--- src/rtl/tcw_pkg.sv ---
// Package for the text console writer: payload structs, command struct,
// character codes and state encodings. No dependencies.
package tcw_pkg;

   localparam int COLUMNS_DEFAULT = 80;
   localparam int ROWS_DEFAULT    = 25;

   // Widest cell address over the whole parameter range (128 rows x 256 columns)
   localparam int CELL_ADDR_W_MAX = 15;

   localparam int QUEUE_DEPTH = 2;

   localparam logic [7:0] TEXT_COLOR_RESET = 8'h07;

   localparam logic [7:0] CH_TAB     = 8'h09;
   localparam logic [7:0] CH_NEWLINE = 8'h0A;
   localparam logic [7:0] CH_RETURN  = 8'h0D;
   localparam logic [7:0] CH_SPACE   = 8'h20;

   localparam logic [1:0] MODE_WRITE = 2'd0;
   localparam logic [1:0] MODE_CLEAR = 2'd1;
   localparam logic [1:0] MODE_READ  = 2'd2;

   typedef struct packed {
      logic [1:0]  mode;
      logic [7:0]  char_code;
      logic [10:0] cell_index;
   } req_payload_type;

   typedef struct packed {
      logic [4:0]  cursor_row;
      logic [6:0]  cursor_col;
      logic [10:0] cursor_index;
      logic        scrolled;
      logic [15:0] cell_word;
   } rsp_payload_type;

   typedef enum logic [1:0] {
      OP_PLAIN,
      OP_READ,
      OP_CLEAR
   } cmd_op_type;

   // One classified transaction handed from the front to the back
   typedef struct packed {
      cmd_op_type                  op;
      logic                        store;
      logic [CELL_ADDR_W_MAX-1:0]  addr;
      logic [15:0]                 data;
      logic [4:0]                  cursor_row;
      logic [6:0]                  cursor_col;
      logic [10:0]                 cursor_index;
      logic                        scrolled;
   } cmd_type;

   typedef enum logic [1:0] {
      BK_RUN,
      BK_COPY,
      BK_FILL
   } back_state_type;

endpackage

--- src/rtl/tcw_front.sv ---
// Front end: accepts transactions, owns cursor and colour register, and
// classifies each transaction into a command. Depends on tcw_pkg.
module tcw_front import tcw_pkg::*; #(
   parameter int ROWS    = ROWS_DEFAULT,
   parameter int COLUMNS = COLUMNS_DEFAULT
) (
   input  logic            clock,
   input  logic            reset,
   input  logic            start,
   output logic            busy,
   input  req_payload_type req_item,
   input  logic            csr_wr_en,
   input  logic [7:0]      csr_wr_data,
   input  logic            queue_full,
   output logic            push,
   output cmd_type         push_cmd
);

   localparam int CELLS = ROWS * COLUMNS;
   localparam int AW    = $clog2(CELLS);
   localparam int RW    = $clog2(ROWS);
   localparam int CW    = $clog2(COLUMNS);

   logic [RW-1:0] row_ff, row_in;
   logic [CW-1:0] col_ff, col_in;
   logic [7:0]    color_ff;

   logic [RW:0]   row_step;
   logic [CW:0]   col_step;
   logic          store;
   logic          scrolled;
   cmd_op_type    op;
   logic [AW-1:0] cur_addr;
   logic [31:0]   new_index;

   assign busy = queue_full;
   assign push = start & ~queue_full;

   always_comb begin
      row_step = {1'b0, row_ff};
      col_step = {1'b0, col_ff};
      store    = 1'b0;
      scrolled = 1'b0;
      op       = OP_PLAIN;
      case (req_item.mode)
         MODE_WRITE: begin
            if (req_item.char_code == CH_NEWLINE) begin
               col_step = '0;
               row_step = row_step + (RW+1)'(1);
            end else if (req_item.char_code == CH_RETURN) begin
               col_step = '0;
            end else if (req_item.char_code == CH_TAB) begin
               col_step = (col_step + (CW+1)'(4)) & ~(CW+1)'(3);
            end else begin
               store    = 1'b1;
               col_step = col_step + (CW+1)'(1);
            end
            if (col_step >= (CW+1)'(COLUMNS)) begin
               col_step = '0;
               row_step = row_step + (RW+1)'(1);
            end
            if (row_step >= (RW+1)'(ROWS)) begin
               row_step = (RW+1)'(ROWS - 1);
               scrolled = 1'b1;
            end
         end
         MODE_CLEAR: begin
            op       = OP_CLEAR;
            row_step = '0;
            col_step = '0;
         end
         MODE_READ: begin
            // out-of-range reads report a zero word and touch nothing
            if (32'(req_item.cell_index) < CELLS) begin
               op = OP_READ;
            end
         end
         default: begin
         end
      endcase
      row_in = row_step[RW-1:0];
      col_in = col_step[CW-1:0];
   end

   assign cur_addr  = AW'(32'(row_ff) * COLUMNS + 32'(col_ff));
   assign new_index = 32'(row_in) * COLUMNS + 32'(col_in);

   always_comb begin
      push_cmd.op           = op;
      push_cmd.store        = store;
      push_cmd.addr         = (op == OP_READ) ? CELL_ADDR_W_MAX'(req_item.cell_index)
                                              : CELL_ADDR_W_MAX'(cur_addr);
      push_cmd.data         = {color_ff, req_item.char_code};
      push_cmd.cursor_row   = 5'(row_in);
      push_cmd.cursor_col   = 7'(col_in);
      push_cmd.cursor_index = new_index[10:0];
      push_cmd.scrolled     = scrolled;
   end

   always_ff @(posedge clock) begin
      if (reset) begin
         row_ff   <= '0;
         col_ff   <= '0;
         color_ff <= TEXT_COLOR_RESET;
      end else begin
         if (push) begin
            row_ff <= row_in;
            col_ff <= col_in;
         end
         if (csr_wr_en) begin
            color_ff <= csr_wr_data;
         end
      end
   end

endmodule

--- config.mk ---
export PLATFORM = sky130hd
export DESIGN_NAME = tcw_front
export DESIGN_NICKNAME = d
export VERILOG_FILES = /design/src/rtl/tcw_pkg.sv /design/src/rtl/tcw_front.sv
export SDC_FILE = /design/constraint.sdc
export NUM_CORES = 1
export LEC_CHECK = 0
export BUFFER_PORTS_ARGS = -buffer_cell sky130_fd_sc_hd__buf_2
export CORE_ASPECT_RATIO = 2
export CORE_UTILIZATION = 51
export CTS_CLUSTER_DIAMETER = 100
export CTS_CLUSTER_SIZE = 24
export DETAILED_ROUTE_END_ITERATION = 8
export MAX_ROUTING_LAYER = met4
export PLACE_DENSITY = 0.85
export RECOVER_POWER = 100
export SLEW_MARGIN = 20
export SYNTH_ARGS = -nofsm -noshare
export SYNTH_HDL_FRONTEND = slang
export SYNTH_SLANG_ARGS = --single-unit
--- constraint.sdc ---
create_clock -name clock -period 6.2 [get_ports clock]
set_clock_uncertainty 0.15 [all_clocks]
set_input_delay 0.62 -clock clock [delete_from_list [all_inputs] [get_ports clock]]
set_output_delay 0.62 -clock clock [all_outputs]
set_load 0.05 [all_outputs]
Word-level counts from Yosys, hierarchy flattened. Index checks and enable logic that the tools add are counted.

Register bits: 20. Input bits: 34. Word-level logic and storage cells: 44. Output and inout bits: 60.

Bitwise operators: 2. Add/sub/neg operators: 6. Mux-type cells: 21. Reductions and logical operators: 1. Eq/ne operators: 6. $lt $le $gt $ge: 3. Multipliers: 2.

Operators by type and width (number): two-way mux 8 bit (4); equality test 8 x 4 -> 1 bit, second input constant (3); two-way mux 6 bit (4); adder 11 x 7 -> 11 bit (2); multiplier 5 x 3 -> 7 bit, second input constant (2); one-hot mux 7 bit (2 select lines) (1); < comparator 11 bit, second input constant (1); two-way mux 11 bit (1); one-hot mux 5 bit (2 select lines) (1); adder 7 x 1 -> 8 bit, second input constant (1); adder 7 x 3 -> 8 bit, second input constant (1); greater-or-equal comparator 8 x 7 -> 1 bit, second input constant (1); two-way mux 1 bit (7); two-way mux 7 bit (1); adder 5 x 1 -> 6 bit, second input constant (1); adder 6 x 1 -> 6 bit, second input constant (1); greater-or-equal comparator 6 x 5 -> 1 bit, second input constant (1); two-way mux 5 bit (1); equality test 2 x 1 -> 1 bit, second input constant (2); one-hot mux 2 bit (2 select lines) (1); equality test 2 bit, second input constant (1); zero test 2 bit (1); AND 1 bit (1); inverter 1 bit (1).

Longest topological paths before layout. Gate-level depths: netlist of run 1.

Word-level depth: 13. Mapped depth: 22. Gate-level depth less buffers: 21.

Worst setup path before layout of run 1. No wires, ideal clock.

Path type: input-to-output. Start point: input port req_item[12] (netlist name). End point: output port push_cmd[11] (netlist name). Required time: 5430 ps. Stages: 16. Setup slack: -613 ps. Data arrival time: 6043 ps. Buffers on the path: 1. Path through: nor4_2 a22oi_1 or2_0 clkbuf_1 a221o_1 nand2_1 o41ai_1 o31ai_1 ha_1 ha_1 inv_1 fa_1 or2_2 a211oi_1 nor2_1 xnor2_1.

RTL lines: start, declared (line tcw_front.sv:11) `input req_payload_type req_item,`; end, declared (line tcw_front.sv:16) `output cmd_type push_cmd`.

==> flow_summary.ini, run 1 <==
[placement]
globalplace.congestion = 0.920
dp.cells = 466
io_buffers = 89
place_hpwl_um = 6040
dp_slack_ps = -1.97

[critical_path]
worst_ep_arrival_time_ps = 5180
slowest_stage = or4_4
worstSetupEndpointType = output port
timing.critical_path.buf_inv = 3
crit_path_start_kind = primary input
critPathKind = primary input to output port
cp.required_ps = 5430
critPathTopFamily = simple AND/OR/NAND/NOR gates
critPathMaxFanout = 5
critical-path-max-stage-delay_ps = 590
path_cells = buf_2 > or4_4 > nor2_8 > nand2_1 > o21ai_2 > ha_4 > nor2b_4 > nor3_1 > a21oi_1 > o2bb2ai_1 > a2111o_1 > a22oi_2 > o21ai_2 > ha_1 > ha_1 > inv_1 > fa_1 > or2_2 > a21oi_1 > a211oi_1 > nor2_2 > xnor2_4 > buf_6

[floorplan]
ioPinCount = 94
core_area_um2 = 4910
fp.dieH_um = 104
rows = 36
die_w_um = 53.0
start_util_pct = 54.0
dieArea_um2 = 5500

[layout]
nets = 477
antenna_cells = 0
final_core_util_pct = 63.9
layout.cells.non_filler = 473
drive_gt1_share_pct = 17.1
synthToLayoutAreaGrowth_pct = 18.5

[synthesis]
syn_area_um2 = 2650
async_flop_share_pct = 0
yosysWarnings = 0
ys_seq_elements = 20
seq_area_frac_synth_pct = 15.1
syn_avg_cell_area_um2 = 7.79
ys.flop_type = dfxtp_1
yosysUniqueCellTypes = 68
synth-edff-count = 0
syn_inst = 340

[clocking]
insertion_delay_ps = 260
clk_path_buf_depth = 2
ctsHtreeMaxLevel = 1
clkSinkCount = 20
cts_root_buffer = clkbuf_8
numCtsBuffers = 3
cts_tree = yes
clk_pin_slew_ps = 80
postCtsHoldBufs = 0

[timing]
fin_ws_ps = 255
finalSetupViolCount = 0
finalCriticalPeriod_ps = 5950
worst_pin_slew_ps = 978
slew_violations = 0
fmax_mhz = 168
max_slew_margin_pct = 34.8
rsz0062_at_grt = false
finalCritPeriodShare_pct = 95.9
hold_slack_ps = 352
finalHoldViolCount = 0

[global_route]
grt_remaining_overflow = 0
grt_pass1_wl_um = 12300
globalRouteTotalUtil_pct = 29.3
antenna_found_initial = 0
grt_pass1_vias = 2779
grt_max_degree = 22

[run_status]
outcome = finished clean

[route]
vias = 2828
firstDrtPassIters = 4
wirelength_um = 7460
postRouteAntennaNets = 0
drtIter0Drc = 89
drc = 0
wl_per_cell_um = 15.8
viasPerCell = 5.98

[power_and_ir_drop]
power_per_cell_area_nw_per_um2 = 125
irDropWorstVdd_v = 0.000174
power_leakage_nw = 1.35

[run]
cap_violations = 0

[min_path]
hold_path_class = register to register
layout make-up:
cell class / instances / area [µm²]
clock buffers: 3 / 41.3
clock inverters: 1 / 30.0
fillers: 477 / 1770
inverters: 13 / 48.8
multi-input cells: 275 / 2070
flip-flops and latches: 20 / 400
well taps: 57 / 71.3
repair buffers: 104 / 477
state kept, by name, indices dropped and copies added (netlist names):
register	count
color_ff	8
row_ff	5
col_ff	7
cells in the mapped netlist, types with 9 or more instances:
cell | instances | share of area [%]
nand2_1 | 36 | 5.1
dfxtp_1 | 20 | 15
inv_1 | 13 | 1.8
xor2_1 | 11 | 3.6
o21ai_0 | 9 | 1.7
buf_4 | 19 | 5.4
nor3_1 | 11 | 2.1
nor2_1 | 28 | 4.0
a21oi_1 | 23 | 4.3
clkbuf_1 | 12 | 1.7
xnor2_1 | 10 | 3.3
ha_1 | 22 | 10
final timing paths:
| check | from | to | slack [ps] | cells past startpoint |
|---|---|---|---|---|
| setup reg to reg | row_ff[1] | row_ff[0] | 3130 | 8 |
| setup / recovery | req_item[15] | push_cmd[11] | 250 | 23 |
| hold / removal | color_ff[6] | color_ff[6] | 350 | 2 |
| hold reg to reg | color_ff[6] | color_ff[6] | 350 | 2 |
cells by family (layout without fill, tap and decap cells):
kind of cell,after synthesis,after routing,share of synthesized area (%)
simple gates,128,128,25.7
compound gates,88,88,25.3
buf+inv,48,121,9.83
fa+ha+maj,26,26,13.4
xor+xnor,22,22,7.84
flops,20,20,15.1
mux,7,7,2.65
other cells,1,4,0.142
metal layers:
metal  share of wire (%)  up-vias  global-route usage, %  wire, µm
li1                    -     1372                      -         -
met1                  36     1315                   29.9      2670
met2                  57      111                   53.2      4230
met3                 3.5       30                   2.05       263
met4                 4.0        0                   13.2       299
met5                   0        -                      -         0
report_power, final:
part           internal [mW]  switching (mW)
clock network         0.0862          0.0472
registers              0.132         0.00261
logic                 0.0300          0.0955
total                  0.249           0.145
through the flow:
step	power [mW]	TNS, ps	area [µm²]
2_1_floorplan	0.237	0	2700
3_3_place_gp	0.263	0	3090
3_5_place_dp	0.265	-1.97	3090
4_1_cts	0.395	0	3170
5_1_grt	0.407	0	3140
6_report	0.394	0	3140
worst register-to-register path: stages (launching register included):
cell,delay [ps]
dfxtp_1,550
ha_1,410
xnor2_1,160
nor4_1,420
a21oi_1,170
xnor2_1,190
a2111o_1,440
a22oi_2,330
o31ai_1,130
cells in the final DEF (no fill, tap or decap), types with 9 or more instances in the layout:
cell type	n
buf_4	10
dfxtp_1	20
ha_1	21
a21oi_1	23
xor2_1	11
nor2_1	27
clkbuf_1	60
xnor2_1	9
inv_1	13
nor3_1	11
buf_2	33
nand2_1	36
repair_timing:
item | CTS | global route
resized for setup | 1 | 9
pin swaps | 0 | 6
buffers inserted | 0 | 2
endpoints found under the setup margin | 1 | 1
Power figures use the tool's default switching activity.
==> run 2: changes to the inputs <==
PLACE_DENSITY = 0.92   (was 0.85)
RECOVER_POWER = 50   (was 100)
==> run 2 against run 1 <==
Net effect:
- cell area grew 1.0%
- sequential power is essentially flat
- sequential share of layout area shrank 0.13 points
- combinational power is essentially flat
- clock-buffer cell count is the same
- worst setup slack lost 54 ps
- critical path type unchanged
- critical endpoint unchanged
- largest cell class unchanged
==> flow_summary.ini, run 2 (same netlist as run 1, synthesis figures left out) <==
[run_status]
outcome = finished clean

[layout]
layout_commonest_cell = buf_2
reg_top3 = color_ff (8), col_ff (7), row_ff (5)
final_cell_mix = buf_2 (61), nand2_1 (36), clkbuf_1 (28)
regArea_um2 = 400
synthToLayoutAreaGrowth_pct = 19.7
multi_input_area_um2 = 2080
regMostFlops = color_ff
fillers = 446
drive_gt1_share_pct = 25.5
nets = 478
antenna_cells = 0
layout.cells.non_filler = 473
largest_reg_flops = 8

[placement]
dp.cells = 462
io_buffers = 89
place_hpwl_um = 5970
globalplace.congestion = 0.912

[min_path]
hold_path_class = register to register

[critical_path]
worstSetupEndpointType = output port
r2r-start = row_ff[0]
reg2regPathDepth = 9
critical-path-max-stage-delay_ps = 600
path_depth = 19
path_cells = buf_2 > or4_4 > buf_4 > nor4_2 > a21oi_1 > xnor2_1 > a2111o_1 > a22oi_2 > o21ai_2 > ha_1 > ha_1 > inv_1 > fa_1 > or2_2 > a21oi_2 > a211oi_1 > nor2_2 > xnor2_4 > buf_6
cp.required_ps = 5430
r2r-end = row_ff[0]
crit_end = push_cmd[11]
crit_path_start = req_item[15]
worst_ep_arrival_time_ps = 5230
critPathMaxFanout = 4
critPathKind = primary input to output port
rrSetupSlack_ps = 3100
critPathTopFamily = simple AND/OR/NAND/NOR gates
crit_top_cell = ha_1
crit_path_start_kind = primary input
timing.critical_path.buf_inv = 4
slowest_stage = or4_4

[clocking]
numCtsBuffers = 3
clk_path_buf_depth = 2
ctsHtreeMaxLevel = 1
clkSinkCount = 20
cts_root_buffer = clkbuf_8
clk_pin_slew_ps = 60
insertion_delay_ps = 260
cts_tree = yes

[route]
viasPerCell = 6.12
wirelength_um = 7550
vias = 2894
firstDrtPassIters = 5
postRouteAntennaNets = 0
drtIter0Drc = 141
drc = 0
wl_per_cell_um = 16.0

[timing]
worst_pin_slew_ps = 979
finalHoldViolCount = 0
fmax_mhz = 167
hold_slack_ps = 346
finalCritPeriodShare_pct = 96.8
slew_violations = 0
max_slew_margin_pct = 34.7
finalCriticalPeriod_ps = 6000
finalSetupViolCount = 0

[global_route]
grt_pass1_wl_um = 12400
grt_pass1_vias = 2854
antenna_found_initial = 0
grt_max_degree = 22
grt_remaining_overflow = 0
globalRouteTotalUtil_pct = 29.5

[floorplan]
core_area_um2 = 4910
start_util_pct = 54.0
ioPinCount = 94
dieArea_um2 = 5500
fp.dieH_um = 104
rows = 36
die_w_um = 53.0

[power_and_ir_drop]
irDropWorstVdd_v = 0.000192
power_leakage_nw = 1.47
power_per_cell_area_nw_per_um2 = 109
total_power_uw = 347

[run]
cap_violations = 0
==> run 2: changes by cell type in the layout (fill, tap and decap cells not counted), sizes merged <==
cell,delta
buf,+33
bufinv,-1
clkbuf,-32
==> run 2: report_power, final <==
group / total (mW) / internal (mW) / leakage [nW] / switching, mW
logic: 0.129 / 0.0328 / 1.29 / 0.0960
clock network: 0.0828 / 0.0433 / 0.0216 / 0.0395
registers: 0.135 / 0.132 / 0.163 / 0.00266
total: 0.347 / 0.208 / 1.47 / 0.138
==> run 2: layout make-up <==
class                   instances  area share [%]
inverters                      13            1.54
multi-input cells             275            65.4
clock buffers                   3            1.30
repair buffers                105            16.8
flip-flops and latches         20            12.6
well taps                      57            2.25
==> run 2: worst min path at each step <==
| stage | start | endpoint | depth (start not counted) |
|---|---|---|---|
| global route | color_ff[7] | color_ff[7] | 2 |
| detailed placement | color_ff[6] | color_ff[6] | 2 |
| finish | color_ff[6] | color_ff[6] | 2 |
| floorplan | col_ff[1] | col_ff[1] | 2 |
| CTS | color_ff[6] | color_ff[6] | 2 |
| global placement | color_ff[4] | color_ff[4] | 2 |
==> run 2: per-layer routing <==
layer  track usage [%]  wire length [µm]  up-vias
met4              14.5               369        0
met5                 -                 0        -
met1              30.2              2700     1343
met3              2.63               309       40
met2              52.7              4170      136
li1                  -                 -     1375
==> run 2: through the flow <==
step	util, %	setup WS [ps]	instance area, µm²	setup TNS [ps]
after floorplan	-	5.92	2700	0
after global placement	62.4	128	3060	0
after detailed placement	62.4	-83.2	3060	-83.2
after CTS	63.6	25.5	3120	0
after global routing	64.6	-5.61	3170	-5.61
final	64.6	201	3170	0
==> run 2: what timing repair did <==
| action | 4_1_cts | 5_1_grt |
|---|---|---|
| hold buffers | 0 | 0 |
| setup endpoints to repair | 1 | 1 |
| setup buffers | 1 | 6 |
| pin swaps | 3 | 7 |
| resized for setup | 3 | 9 |
| endpoints found under the hold margin | 0 | 0 |
==> run 2: tightest hold or removal path: stages, from the launching register on <==
cell and delay (ps):
dfxtp_1 330, mux2i_1 60, nor2_1 70
