--- src/rtl/tcw_pkg.sv ---
// Package for the text console writer: payload structs, command struct,
// character codes and state encodings. No dependencies.
package tcw_pkg;

   localparam int COLUMNS_DEFAULT = 80;
   localparam int ROWS_DEFAULT    = 25;

   // Widest cell address over the whole parameter range (128 rows x 256 columns)
   localparam int CELL_ADDR_W_MAX = 15;

   localparam int QUEUE_DEPTH = 2;

   localparam logic [7:0] TEXT_COLOR_RESET = 8'h07;

   localparam logic [7:0] CH_TAB     = 8'h09;
   localparam logic [7:0] CH_NEWLINE = 8'h0A;
   localparam logic [7:0] CH_RETURN  = 8'h0D;
   localparam logic [7:0] CH_SPACE   = 8'h20;

   localparam logic [1:0] MODE_WRITE = 2'd0;
   localparam logic [1:0] MODE_CLEAR = 2'd1;
   localparam logic [1:0] MODE_READ  = 2'd2;

   typedef struct packed {
      logic [1:0]  mode;
      logic [7:0]  char_code;
      logic [10:0] cell_index;
   } req_payload_type;

   typedef struct packed {
      logic [4:0]  cursor_row;
      logic [6:0]  cursor_col;
      logic [10:0] cursor_index;
      logic        scrolled;
      logic [15:0] cell_word;
   } rsp_payload_type;

   typedef enum logic [1:0] {
      OP_PLAIN,
      OP_READ,
      OP_CLEAR
   } cmd_op_type;

   // One classified transaction handed from the front to the back
   typedef struct packed {
      cmd_op_type                  op;
      logic                        store;
      logic [CELL_ADDR_W_MAX-1:0]  addr;
      logic [15:0]                 data;
      logic [4:0]                  cursor_row;
      logic [6:0]                  cursor_col;
      logic [10:0]                 cursor_index;
      logic                        scrolled;
   } cmd_type;

   typedef enum logic [1:0] {
      BK_RUN,
      BK_COPY,
      BK_FILL
   } back_state_type;

endpackage

--- src/rtl/tcw_queue.sv ---
// Short command queue between front and back end.
// Depends on tcw_pkg for the command struct.
module tcw_queue import tcw_pkg::*; #(
   parameter int DEPTH = QUEUE_DEPTH
) (
   input  logic    clock,
   input  logic    reset,
   input  logic    push,
   input  cmd_type push_cmd,
   input  logic    pop,
   output logic    full,
   output logic    head_valid,
   output cmd_type head_cmd
);

   localparam int PW = (DEPTH > 1) ? $clog2(DEPTH) : 1;

   cmd_type         entry_ff [DEPTH];
   logic [PW-1:0]   wr_ptr_ff, wr_ptr_in;
   logic [PW-1:0]   rd_ptr_ff, rd_ptr_in;
   logic [PW:0]     count_ff, count_in;

   assign full       = (count_ff == (PW+1)'(DEPTH));
   assign head_valid = (count_ff != '0);
   assign head_cmd   = entry_ff[rd_ptr_ff];

   always_comb begin
      wr_ptr_in = wr_ptr_ff;
      rd_ptr_in = rd_ptr_ff;
      count_in  = count_ff;
      if (push) begin
         wr_ptr_in = (wr_ptr_ff == PW'(DEPTH - 1)) ? '0 : wr_ptr_ff + PW'(1);
      end
      if (pop) begin
         rd_ptr_in = (rd_ptr_ff == PW'(DEPTH - 1)) ? '0 : rd_ptr_ff + PW'(1);
      end
      if (push && !pop) begin
         count_in = count_ff + (PW+1)'(1);
      end else if (pop && !push) begin
         count_in = count_ff - (PW+1)'(1);
      end
   end

   always_ff @(posedge clock) begin
      if (push) begin
         entry_ff[wr_ptr_ff] <= push_cmd;
      end
   end

   always_ff @(posedge clock) begin
      if (reset) begin
         wr_ptr_ff <= '0;
         rd_ptr_ff <= '0;
         count_ff  <= '0;
      end else begin
         wr_ptr_ff <= wr_ptr_in;
         rd_ptr_ff <= rd_ptr_in;
         count_ff  <= count_in;
      end
   end

endmodule

--- config.mk ---
export PLATFORM = sky130hd
export DESIGN_NAME = tcw_queue
export DESIGN_NICKNAME = d
export VERILOG_FILES = /design/src/rtl/tcw_pkg.sv /design/src/rtl/tcw_queue.sv
export SDC_FILE = /design/constraint.sdc
export NUM_CORES = 1
export LEC_CHECK = 0
export BUFFER_PORTS_ARGS = -buffer_cell sky130_fd_sc_hd__buf_4
export CORE_MARGIN = 2
export CORE_UTILIZATION = 52
export DETAILED_ROUTE_END_ITERATION = 12
export HOLD_SLACK_MARGIN = 0.03
export MAX_ROUTING_LAYER = met4
export PLACE_DENSITY = 0.79
export SYNTH_ARGS = -nofsm -noshare
export SYNTH_HDL_FRONTEND = slang
export SYNTH_SLANG_ARGS = --single-unit
--- constraint.sdc ---
create_clock -name clock -period 5.1 [get_ports clock]
set_clock_uncertainty 0.05 [all_clocks]
set_input_delay 1.275 -clock clock [delete_from_list [all_inputs] [get_ports clock]]
set_output_delay 1.275 -clock clock [all_outputs]
set_load 0.1 [all_outputs]
* Word-level counts from Yosys, hierarchy flattened
Memories as Yosys holds them, arrays and structs flattened. A register that Yosys moved wholly into a read port is not among the register bits.
Index checks and enable logic that the tools add are counted.
** Cells by class
- Add/sub/neg operators :: 4
- Equal/unequal tests :: 1
- Muxes and demuxes :: 8
- Reductions and logical operators :: 6
** Operator list (number)
- $mux 1 :: 6
- $mux 2 :: 2
- $reduce_bool 2->1 :: 2
- $add 1x1->1 const B :: 2
- $add 2x1->2 const B :: 1
- $eq 2x2->1 const B :: 1
- $logic_and 1x1->1 :: 2
- $logic_not 1->1 :: 2
- $sub 2x1->2 const B :: 1
** Word-level totals
- Bits in registers :: 4
- Memory bits (writable) :: 116
- Output and inout bits :: 60
- Logic and storage cells :: 23
- Memories kept :: 1
** Memories
- entry_ff :: depth 2, bits a word 58, read ports 1, clocked after Yosys merged registers in 1, wr ports 1, RTL line tcw_queue.sv:18 : cmd_type entry_ff [DEPTH];

* Depth between registers and ports, before layout
Gate-level depths: netlist of the first run.
- Depth in word-level cells :: 4
- Gate-level depth with buffers :: 5
- Depth with buffers taken out :: 5

* Least setup slack after synthesis of the first run
Ideal clock, no wire load.
- Kind :: input port to flip-flop
- Start :: input push
- End :: memory entry_ff[0][0] in the netlist's numbering (enable)
- Setup time :: 0.481 ns
- Arrival :: 3.833 ns
- Required time :: 4.569 ns
- Setup slack :: 0.736 ns
- Stages on the path :: 1
- Cell sequence :: nor2b_1
** On the way
- Longest elaborated chain between the ends :: 2
** Ends and longest elaborated chain
- from (decl) :: RTL line tcw_queue.sv:8 : input logic push,
- $mux 1 :: RTL line tcw_queue.sv:45 : if (push) begin
- $mux 1 (not written as such) :: RTL line tcw_queue.sv:46 : entry_ff[wr_ptr_ff] <= push_cmd;
- to (decl) :: RTL line tcw_queue.sv:18
No other way between the ends.

==> impl_results.md, run 1 <==
* Largest net degree at the start of global routing at between 50 and 60
* Max Clock Freq at around 280 MHz
* Core footprint at 0.00826 mm^2
* Hold Crit Class: register to register
* CTS tree: done
* Worst-Skew Late Latency at between 0.4 and 0.5 ns
* Worst VDD drop at slightly above 0.0003 V
* Setup-failing EPs final at 0
* Critical path peak fanout at 49
* Sum of buffers and inverters on the critical path at 2
* CP delay by family, top: buffers and inverters
* CTS Root Cell: clkbuf_8
* Crit path time final at roughly 3.6 ns
* Register clock-pin slew on the reported worst setup and hold paths at about 0.06 ns
* # DRC at 0
* Worst R2R Setup Slack at 3.07 ns
* Slowest cell on the critical path: buf_4
* Detail Placement HPWL at between 4000 and 5000 um
* Comb pwr share at roughly 22%
* Initial DRC count at 132
* Launch instance of the worst register-to-register path: wr_ptr_ff$_SDFFE_PP0P_
* Post_cts resized at 0
* Setup TNS at 0 ns
* Flop pwr share at between 30% and 40%
* Slew headroom at 38.4%
* Hold Fails Final Rpt at 0
* DR vias/cell at 4.95
* Required time worst endpoint at roughly 3.8 ns
* Worst path max stage delay at between 0.6 and 0.7 ns
* Mapped Area at between 0.004 and 0.005 mm^2
* Std-Cell Rows at 33
* Final Max Slew Viols at 0
* Die H at roughly 97 um
* Routed wire per std cell at between 15 and 20 um
* Worst setup EP type: primary output
* Area growth syn-to-layout at 35.9%
* Routability cong. at 0.738
* First-pass DRT Iterations at 4
* Pwr dens at ~490 mW/mm^2
* Die X at about 97 um
* P_sw at 0.906 mW
* Share of cells above drive strength 1 at around 61%
* Combinational family with the most area after synthesis: multiplexers
* Sequential area share after synthesis at 80.2%
* Syn_area_per_cell at about 22 um^2
* Longest Clk Path Bufs at 2
* Post-CTS Setup Bufs at 0
* Num CTS Buffers at 17
* First-pass GRT wire length at roughly 12,000 um
* FF+latch area at approximately 0.0036 mm^2
* Worst slew pin tran at roughly 0.9 ns
* Leakage Power at between 2 and 2.5 nW
* Post-Synth XOR/XNOR Area at less than 1%
* # H-tree levels at 4
* Switching power share of the total at a little under a third
* Critical path depth at 3
* Mux share of post-synthesis cell area at around 16%
* Total GRT Usage at between 15 and 20%
* Hold_ws at between 0.4 and 0.5 ns
* Vias in the first global route at roughly 2,400
* Compound-Gate Fraction of Synth Area at 0.224%
* Number of diodes at 0
* I/O pin count at between 100 and 150
* RR Endpoint: entry_ff[1][22]$_DFFE_PP_
* Synth unique cells at 19
* Crit path kind: register to primary output
* Total Die Area at just over 0.009 mm^2
* FILL cells at 502
* Pint at about 2.1 mW
* Antenna Nets Post-Route at 0
* PnR worst setup slack at ~1.5 ns
* Setup WS pre-CTS at roughly 2 ns
* Total global routing overflow at 0
* R2R cell count at 2
* Worst setup SP type: register
* Worst EP arrival at approximately 2.3 ns
* Post-CTS Hold Fix Bufs at 0
* CP cell instances: buf_4 -> mux2_2 -> buf_4
* Syn. warnings at 0
* Clock share of power at a little under two fifths
* Post-synthesis simple-gate area fraction at approximately 1.1%
* Max Cap Viol at 0
* Worst setup path endpoint: head_cmd[56]
* Vias at 2,263
* Syn_nets at 265
* Status: completed
* Area share of fa/ha/maj cells after synthesis at less than 1%
* Final Net Count at roughly 400
* Area occupied by multi-input gates at 843 um^2
* Initial antenna violation count at 0
* CTS sink count at ~120
* Period utilisation layout at 70.7%
* Number of I/O port buffers at between 100 and 150
* Most frequent CP cell: buf_4
* Cells after Synth at 202
* Routed WL at between 7000 and 8000 um
* Initial Utilization at between 50% and 60%
* Post-synthesis register bit count at between 100 and 150
* Unrepaired setup endpoints after global routing: no
[flip-flops by register name, summed over array words and instances, names as in the netlist, named ones only]
signal / cells
rd_ptr_ff: 1
wr_ptr_ff: 1
entry_ff: 116
count_ff: 2
[worst register-to-register path: cells and delay by family (launching register included)]
kind	cells	cell delay (ns)
simple gates	1	0.80
buf+inv	1	0.44
flops	1	0.41
[cells in the final DEF, fill, tap and decap left out]
cell          n
buf_4       124
edfxtp_1    116
mux2_2       38
mux2_4       20
clkbuf_16    16
nor2_1        4
clkinv_2      4
clkinvlp_4    4
dfxtp_1       4
bufinv_16     3
xor2_1        2
xnor2_1       2
clkinv_1      2
inv_1         1
or2_2         1
and2_2        1
and2b_2       1
nor2b_4       1
o21ai_0       1
or3_1         1
a21oi_1       1
ha_1          1
dfxtp_2       1
clkbuf_8      1
clkinv_4      1
clkbuf_1      1
[metal layers]
metal,global-route usage [%],vias up,wire length [um]
met4,5.85,0,84
met3,8.38,8,589
met2,28.5,95,3930
li1,-,1068,-
met5,-,-,0
met1,19.1,1092,2980
[power groups by stage]
stage	combinational (mW)	clock, mW	sequential [mW]
5_1_grt	0.682	1.20	1.18
2_1_floorplan	0.526	0	1.19
4_1_cts	0.666	1.15	1.18
3_3_place_gp	0.660	0	1.20
6_report	0.661	1.13	1.18
3_5_place_dp	0.664	0	1.20
[cell type report]
type / instances / share of cell area [%]
Clock buffer: 18 / 6.89
Clock inverter: 14 / 2.58
Inverter: 1 / 0.0619
Multi-Input combinational cell: 74 / 13.9
Sequential cell: 121 / 59.1
Tap cell: 105 / 2.16
Timing Repair Buffer: 124 / 15.3
[cells in the mapped netlist, drive strengths merged]
library cell,number,share of area [%]
a21oi,1,0.11
and2,1,0.14
and2b,1,0.20
buf,6,1.0
dfxtp,5,2.2
edfxtp,116,78
ha,1,0.28
inv,1,0.084
mux2,58,16
nor2,4,0.34
nor2b,1,0.14
o21ai,1,0.11
or2,1,0.14
or3,1,0.14
xnor2,2,0.39
xor2,2,0.39
[kinds of logic after synthesis]
family | count (synthesis)
flops | 121
mux | 58
simple gates | 9
buf+inv | 7
xor+xnor | 4
compound gates | 2
fa+ha+maj | 1
[how the worst min path moves through the flow]
stage | to | depth (start not counted) | slack (ns) | from
global placement | count_ff[1]$_SDFFE_PP0P_ | 2 | 0.42 | count_ff[1]$_SDFFE_PP0P_
floorplan | count_ff[1]$_SDFFE_PP0P_ | 2 | 0.41 | count_ff[1]$_SDFFE_PP0P_
CTS | count_ff[1]$_SDFFE_PP0P_ | 2 | 0.47 | count_ff[1]$_SDFFE_PP0P_
detailed placement | count_ff[1]$_SDFFE_PP0P_ | 2 | 0.46 | count_ff[1]$_SDFFE_PP0P_
global route | rd_ptr_ff$_SDFFE_PP0P_ | 2 | 0.50 | rd_ptr_ff$_SDFFE_PP0P_
finish | count_ff[1]$_SDFFE_PP0P_ | 2 | 0.47 | count_ff[1]$_SDFFE_PP0P_
[per-stage QoR]
stage / utilization (%) / power, mW / cells / area, um^2
5_1_grt: 73.5 / 3.07 / 457 / 6070
3_5_place_dp: 66.5 / 1.86 / 425 / 5490
6_report: 73.5 / 2.97 / 457 / 6070
2_1_floorplan: - / 1.72 / 202 / 4470
4_1_cts: 73.5 / 2.99 / 457 / 6070
3_3_place_gp: 66.5 / 1.86 / 425 / 5490
Power figures use the tool's default switching activity.
==> run 2, diff against run 1 <==
==> constraint.sdc (replaced) <==
create_clock -name clock -period 3.48 [get_ports clock]
set_clock_uncertainty 0.05 [all_clocks]
set_input_delay 0.87 -clock clock [delete_from_list [all_inputs] [get_ports clock]]
set_output_delay 0.87 -clock clock [all_outputs]
set_load 0.1 [all_outputs]
==> run 2 against run 1 <==
Global-route usage hardly changed. Wire length is 0.15% higher. Cell count stayed put. Design area is 1.1% higher. Highest routed layer unchanged. Combinational power is 45% higher. Critical path type unchanged. Largest power group is now clock. Die area stayed put. Via count is 1.7% higher.
==> impl_results.md, run 2 (synthesized netlist as in run 1, its figures left out) <==
* Final Max Slew Viols at 0 (unchanged)
* Final core occ at 74.3% (+0.80 points)
* Die X at 96.7 um (unchanged)
* Final Net Count at 402 (unchanged)
* Leakage Power at 2.38 nW (+1.1%)
* Initial Utilization at 54.1% (unchanged)
* Largest regs: entry_ff x116, count_ff x2
* Placed inst area at 0.00552 mm^2 (+0.50%)
* Hold path cells at 2 (unchanged)
* CTS sink count at 121 (unchanged)
* Routed WL at 7600 um (+0.15%)
* Worst path max stage delay at 0.66 ns (+0.02 ns)
* Slew headroom at 48.7% (+10 points)
* Unrepaired setup endpoints after global routing: no
* Routed wire per std cell at 16.6 um (+0.15%)
* Total GRT Usage at 17.5% (-0.030 points)
* Max Clock Freq at about 340 MHz
* Initial DRC count at 105 (-20%)
* Std-Cell Rows at 33 (unchanged)
* Commonest non-fill, non-tap cell in the layout: buf_4
* Setup WS pre-CTS at 1.01 ns (-0.991 ns)
* Max Cap Viol at 0 (unchanged)
* Worst Min Path Start: rd_ptr_ff$_SDFFE_PP0P_
* Vias at 2,302 (+1.7%)
* R2R cell count at 2 (unchanged)
* Antenna Nets Post-Route at 0 (unchanged)
* Post_cts resized at 0 (unchanged)
* I/O pin count at 122 (unchanged)
* Post-CTS Hold Fix Bufs at 0 (unchanged)
* Top reg by flops: entry_ff
* # H-tree levels at 4 (unchanged)
* Initial antenna violation count at 0 (unchanged)
* Critical path peak fanout at 34 (-31%)
* Period utilisation layout at 85.3%
* Worst VDD drop at 0.000447 V (+46%)
* Worst setup SP type: register
* Worst slew pin tran at 0.770 ns (-0.155 ns)
* DR vias/cell at 5.04 (+1.7%)
* CTS tree: done
* Number of diodes at 0 (unchanged)
* Status: completed
* CTS Root Cell: clkbuf_8
* Largest net degree at the start of global routing at 59 (+16%)
* Worst-Skew Late Latency at 0.50 ns (about the same)
* Setup-failing EPs final at 0 (unchanged)
* Die H at 96.7 um (unchanged)
* Longest Clk Path Bufs at 2 (unchanged)
* FILL cells at 517 (+3.0%)
* Worst EP arrival at 2.05 ns (-0.23 ns)
* Routability cong. at 0.686 (-7.1%)
* Number of I/O port buffers at 121 (unchanged)
* Design area at 0.00613 mm^2 (+1.1%)
* Setup TNS at 0 ns (unchanged)
* PnR worst setup slack at 0.513 ns (-0.981 ns)
* Num CTS Buffers at 17 (unchanged)
* Core footprint at 0.00826 mm^2 (unchanged)
* First-pass GRT wire length at 12,100 um (+1.2%)
* Vias in the first global route at 2,466 (+1.1%)
* Max reg flops at 116 (unchanged)
* Crit path kind: register to primary output
* # DRC at 0 (unchanged)
* CP cell instances: buf_12 -> mux2_2 -> buf_4
* Worst setup EP type: primary output
* Most frequent cells in the layout: buf_4, edfxtp_1, mux2_2, mux2_4, clkbuf_16
* Launch instance of the worst register-to-register path: wr_ptr_ff$_SDFFE_PP0P_
* Post-CTS Setup Bufs at 0 (unchanged)
* Total Die Area at 0.00935 mm^2 (unchanged)
* First-pass DRT Iterations at 4 (unchanged)
* Detail Placement HPWL at 4870 um (-1.1%)
* Pwr dens at 729 mW/mm^2 (+49%)
* Hold Fails Final Rpt at 0 (unchanged)
* Total power at 4.47 mW (+51%)
* RR Endpoint: entry_ff[1][15]$_DFFE_PP_
* Register clock-pin slew on the reported worst setup and hold paths at 0.06 ns (about the same)
* Total global routing overflow at 0 (unchanged)
* Share of cells above drive strength 1 at 61.6% (+0.28 points)
* Worst R2R Setup Slack at 1.96 ns (-1.11 ns)
* Required time worst endpoint at 2.56 ns (-1.21 ns)
* Slowest cell on the critical path: dfxtp_4
* Crit path time final at ~3 ns
* Hold Crit Class: register to register
* Area growth syn-to-layout at 37.3%
[run 2: cell count changes in the layout (fill, tap and decap cells not counted), sizes merged]
cell,previous run,this run
inv,1,4
clkinv,7,5
bufinv,3,4
clkbuf,18,17
clkinvlp,4,3
[run 2: worst max-delay path: cells and delay by family, from the launching register on]
family / cells / cell delay [ns]
mux: 1 / 0.36
buf+inv: 2 / 0.50
flops: 1 / 0.66
[run 2: per-stage QoR]
step,hold WS [ns],std cells
final,0.463,457
after global routing,0.461,457
after CTS,0.460,457
after detailed placement,0.447,425
after global placement,0.428,425
after floorplan,0.406,202
[run 2: cell type report]
cell class	instances	area (um^2)	share of cell area [%]
Clock buffer	17	414	6.75
Multi-Input combinational cell	74	843	13.7
Timing Repair Buffer	124	956	15.6
Sequential cell	121	3590	58.5
Tap cell	105	131	2.14
Clock inverter	15	199	3.24
Inverter	1	3.75	0.0612
[run 2: layer usage]
metal | global-route usage (%) | wire [um] | vias up
li1 | - | - | 1069
met4 | 5.85 | 42 | 0
met3 | 7.88 | 584 | 7
met5 | - | 0 | -
met2 | 27.7 | 3910 | 100
met1 | 20.1 | 3060 | 1126
[run 2: how the worst max path moves through the flow]
stage	from	to	cells after the start
5_1_grt	register	head_cmd[38]	3
6_report	register	head_cmd[44]	3
2_1_floorplan	push	entry_ff[0][0]$_DFFE_PP_	1
3_5_place_dp	register	head_cmd[44]	3
3_3_place_gp	register	head_cmd[44]	3
4_1_cts	register	head_cmd[13]	3
[run 2: where the power goes]
group | switching (mW) | internal, mW
clock network | 0.607 | 1.16
registers | 0.0396 | 1.70
logic | 0.712 | 0.249
